--- src/hw/rtl/shmt_pkg.sv ---
// Types, index tables and codes shared by the Hessian transform core.
`timescale 1ns / 1ps
`default_nettype none

package shmt_pkg;

  localparam int unsigned MAP_ROWS  = 3;
  localparam int unsigned MAP_COLS  = 3;
  localparam int unsigned MAP_WORDS = MAP_ROWS * MAP_COLS;
  localparam int unsigned OUT_COUNT = 6;
  localparam int unsigned STAGES    = 5;

  localparam int unsigned S_TDATA_W = 296;
  localparam int unsigned M_TDATA_W = 192;

  localparam logic OP_LOAD  = 1'b0;
  localparam logic OP_XFORM = 1'b1;

  localparam logic [1:0] ROW_XI   = 2'd0;
  localparam logic [1:0] ROW_ETA  = 2'd1;
  localparam logic [1:0] ROW_ZETA = 2'd2;

  localparam logic [1:0] DIM_RESET = 2'd3;

  localparam int unsigned POS_I [OUT_COUNT] = '{0, 0, 0, 1, 1, 2};
  localparam int unsigned POS_J [OUT_COUNT] = '{0, 1, 2, 1, 2, 2};

  typedef logic signed [31:0] word_t;
  typedef logic signed [63:0] dword_t;

  localparam word_t WORD_MAX = 32'sh7FFF_FFFF;
  localparam word_t WORD_MIN = 32'sh8000_0000;

  typedef word_t map_t [MAP_WORDS];
  typedef word_t sym_t [MAP_WORDS];
  typedef word_t col_t [MAP_ROWS];

  typedef struct packed {
    logic       en;
    logic [1:0] row;
    word_t      dx;
    word_t      dy;
    word_t      dz;
  } map_wr_t;

  typedef struct packed {
    logic       adv;
    logic [1:0] dim;
  } lane_ctrl_t;

  typedef struct packed {
    word_t val;
    logic  sat;
  } lane_res_t;

endpackage

`default_nettype wire

--- src/hw/rtl/shmt_map_store.sv ---
// Register file for the inverse mapping Jacobian, written one row per load item.
`timescale 1ns / 1ps
`default_nettype none

module shmt_map_store import shmt_pkg::*; (
  input  wire     clk_i,
  input  map_wr_t wr_i,
  output map_t    map_o
);

  word_t map_q [MAP_WORDS];

  always_ff @(posedge clk_i) begin
    if (wr_i.en) begin
      unique case (wr_i.row)
        ROW_XI: begin
          map_q[0] <= wr_i.dx;
          map_q[1] <= wr_i.dy;
          map_q[2] <= wr_i.dz;
        end
        ROW_ETA: begin
          map_q[3] <= wr_i.dx;
          map_q[4] <= wr_i.dy;
          map_q[5] <= wr_i.dz;
        end
        ROW_ZETA: begin
          map_q[6] <= wr_i.dx;
          map_q[7] <= wr_i.dy;
          map_q[8] <= wr_i.dz;
        end
        default: begin
        end
      endcase
    end
  end

  assign map_o = map_q;

endmodule

`default_nettype wire

--- config.mk ---
export PLATFORM = sky130hd
export DESIGN_NAME = shmt_map_store
export DESIGN_NICKNAME = d
export VERILOG_FILES = /design/src/hw/rtl/shmt_pkg.sv /design/src/hw/rtl/shmt_map_store.sv
export SDC_FILE = /design/constraint.sdc
export NUM_CORES = 1
export LEC_CHECK = 0
export ABC_AREA = 1
export BUFFER_PORTS_ARGS = -buffer_cell sky130_fd_sc_hd__buf_4
export CORE_UTILIZATION = 35
export DETAILED_ROUTE_END_ITERATION = 8
export PLACE_DENSITY = 0.64
export RECOVER_POWER = 25
export SLEW_MARGIN = 0
export SYNTH_ARGS = -nofsm -noshare
export SYNTH_HDL_FRONTEND = slang
export SYNTH_SLANG_ARGS = --single-unit
--- constraint.sdc ---
create_clock -name clk_i -period 4.75 [get_ports clk_i]
set_clock_uncertainty 0.15 [all_clocks]
set_input_delay 0.2375 -clock clk_i [delete_from_list [all_inputs] [get_ports clk_i]]
set_output_delay 0.2375 -clock clk_i [all_outputs]
set_load 0.005 [all_outputs]
==> summary.txt <==
Run status
  – Status: completed

Min path
  – Hold Startpoint: wr_i[96]
  – Hold Crit Class: primary input to flip-flop

Synth
  – Synth area leader: edfxtp_1
  – Synth Area in Simple Gates: 0.00260
  – Post-synth cell types: 4
  – Top-area cell type share of the netlist area: 0.997
  – Syn_area_per_cell: just under 30 um^2
  – Synthesized net count: approximately 400
  – Main combinational cell family by area after synthesis: simple AND/OR/NAND/NOR gates
  – Top cells by count, synth: 288 x edfxtp_1, 3 x nand2_1, 3 x nor2_1
  – Synth Cell Area: roughly 8700 um^2
  – Post-Syn Instances: a little under 300
  – Multiplexer share of the synthesized area: 0
  – Post-Synth Adder-Cell Area: 0
  – Seq/Total Area, Yosys: 0.997
  – Most frequent cell after synthesis: edfxtp_1
  – Top FF cell, synth: edfxtp_1
  – Synth Warn #: 0
  – Xor/xnor cell area share of the yosys netlist: 0
  – Synth area leaders: edfxtp_1 100%, nand2_1 0.13%, nor2_1 0.13%, inv_1 0.043%
  – Ys async rst share: 0
  – EDFF count, synth: ~290
  – Synth Area in Compound Gates: 0
  – Register bit total from synthesis: 288

Timing
  – Max Fclk: between 500 and 600 MHz
  – Final Setup Violations: 0
  – Final Hold Fails: 0
  – Fin. max-slew vios: 0
  – Setup TNS: 0 ns
  – Period utilization: 0.364
  – Slew HR: 0.480
  – Setup WS post-layout: ~3 ns
  – Worst-Margin Slew: approximately 0.78 ns
  – RSZ-0062 raised after global routing: no
  – Fin crit period: roughly 1.7 ns

Global route
  – Initial antenna violation count: 0
  – GRT Max-Usage Layer: met2
  – Global route overflow: 0
  – GR Util met1: 0.177
  – Met3 usage: 0.0445
  – GRT met2 Usage: 0.282
  – GRT Resource Usage Total: 0.155
  – First-pass GRT wire length: 30400 um
  – Vias in the first global route: between 5000 and 6000
  – Largest net degree at the start of global routing: 54

Routing
  – ANT nets after route: 0
  – Final wirelength: 20500 um
  – DR vias/cell: between 4 and 5
  – Via Count: between 4000 and 5000
  – DRT Pass-1 Iters: 6
  – WL per Instance: around 18 um
  – DR DRC count: 0
  – 1st-iter DRT viols: about 250

Critical path
  – CP Data Required Time: about 4.8 ns
  – Crit-path max cell delay: about 0.57 ns
  – CP most frequent cell: buf_4
  – Kind of critical path: primary input to flip-flop
  – Buffers & Inverters on Critical Path: 3
  – Worst Path Arrival: between 1.5 and 2 ns
  – Critical Path Fanout Max: 50
  – CP startpoint: wr_i[97]
  – Crit path cell chain: dlygate4sd3_1, buf_4, nand2_1, nor2_4, buf_4
  – Largest delay share family, worst path: buffers and inverters
  – Critical-path top delay cell: buf_4
  – Critical Path End Type: flip-flop
  – CP Launch Type: primary input

CTS
  – CTS tree: yes
  – CTS sink count: roughly 290
  – Post-CTS Setup Bufs: 0
  – Clock buffer depth: 3
  – PostCTS Resize Cnt: 0
  – H-tree level count: 1
  – CTS root buf: clkbuf_16
  – Clk slew on worst S/H paths: 0.06 ns
  – CTS Buf Count: 28
  – # hold bufs at CTS: 98

Power and ir drop
  – Combinational share of power: 0.067
  – Leak: between 5 and 6 nW
  – Total power: between 5 and 6 mW
  – P_sw: ~1.1 mW
  – Clock power frac: 0.390
  – Sequential share of power: 0.543
  – Pwr per Cell Area: roughly 400 nW/um^2
  – Switching Share: 0.192
  – Maximum vdd drop: approximately 0.32 mV
  – Int Power: about 4.4 mW

Die
  – Initial core utilization: 0.357
  – Core area: 24300 um^2
  – Overall die area: 25400 um^2
  – Io pins: 388
  – Rows: 57
  – Die X: approximately 160 um
  – Die Y: about 160 um

Cells and area
  – Syn-to-layout area delta: 57.8%
  – Proportion of layout cells with a drive suffix above 1: 0.443
  – Ant. Diodes: 0
  – Layout Nets: roughly 920
  – Flip-flop count of the largest register after layout: ~290

Placed design
  – DP HPWL: approximately 14000 um
  – Input/output buffers: 387
  – DP Worst Slack: a little under 3 ns
  – Routability cong.: between 0.7 and 0.8

Run
  – Max cap viols: 0
==> routing by layer <==
layer | vias up | wire length [um]
li1 | 2252 | -
met1 | 2418 | 7630
met2 | 281 | 10600
met3 | 38 | 1670
met4 | 0 | 580
met5 | - | 0
==> cell usage in the layout, fill, tap and decap left out, drive strengths merged <==
cell and count:
buf 321, dlygate4sd3 98, nor2 3, edfxtp 288, bufinv 3, inv 1, clkinv 10, clkbuf 109
nand2 3
==> power groups by stage <==
stage               Sequential (mW)  Combinational [mW]  Clock, mW
finish                         2.97               0.367       2.13
detailed placement             3.02               0.330          0
global route                   2.98               0.392       2.28
floorplan                      3.04              0.0263          0
CTS                            2.97               0.397       2.20
global placement               3.02               0.321          0
==> tightest hold or removal path: stages <==
cell	delay, ns
buf_4	0.11
nor2_4	0.04
buf_4	0.30
==> path summary, 6_finish.rpt <==
path        end  slack (ns)  depth (start not counted)
max   map_o[41]        3.02                          5
min   map_o[40]        0.26                          3
==> cells by family after synthesis <==
logic type	Yosys count
AND/OR/NAND/NOR	6
buffers and inverters	1
flip-flops	288
==> metrics by stage <==
step / hold slack (ns) / cells / area [um^2] / utilization
final: 0.258 / 1160 / 13700 / 0.563
after global routing: 0.286 / 1160 / 13700 / 0.563
after CTS: 0.268 / 1160 / 13900 / 0.573
after detailed placement: 0.283 / 1012 / 12100 / 0.496
after global placement: 0.280 / 1012 / 12100 / 0.496
after floorplan: 0.186 / 295 / 8680 / -
==> cell type report <==
type                       instances  area, um^2
tap                              324         405
clock buffer                      37         756
clock inverter                    13         140
sequential                       288        8650
inverter                           1        3.75
timing repair buffer             491        3690
multi-input combinational          6        45.0
fill                            1866       10600
Note: power is estimated with default switching activity, not from simulation.
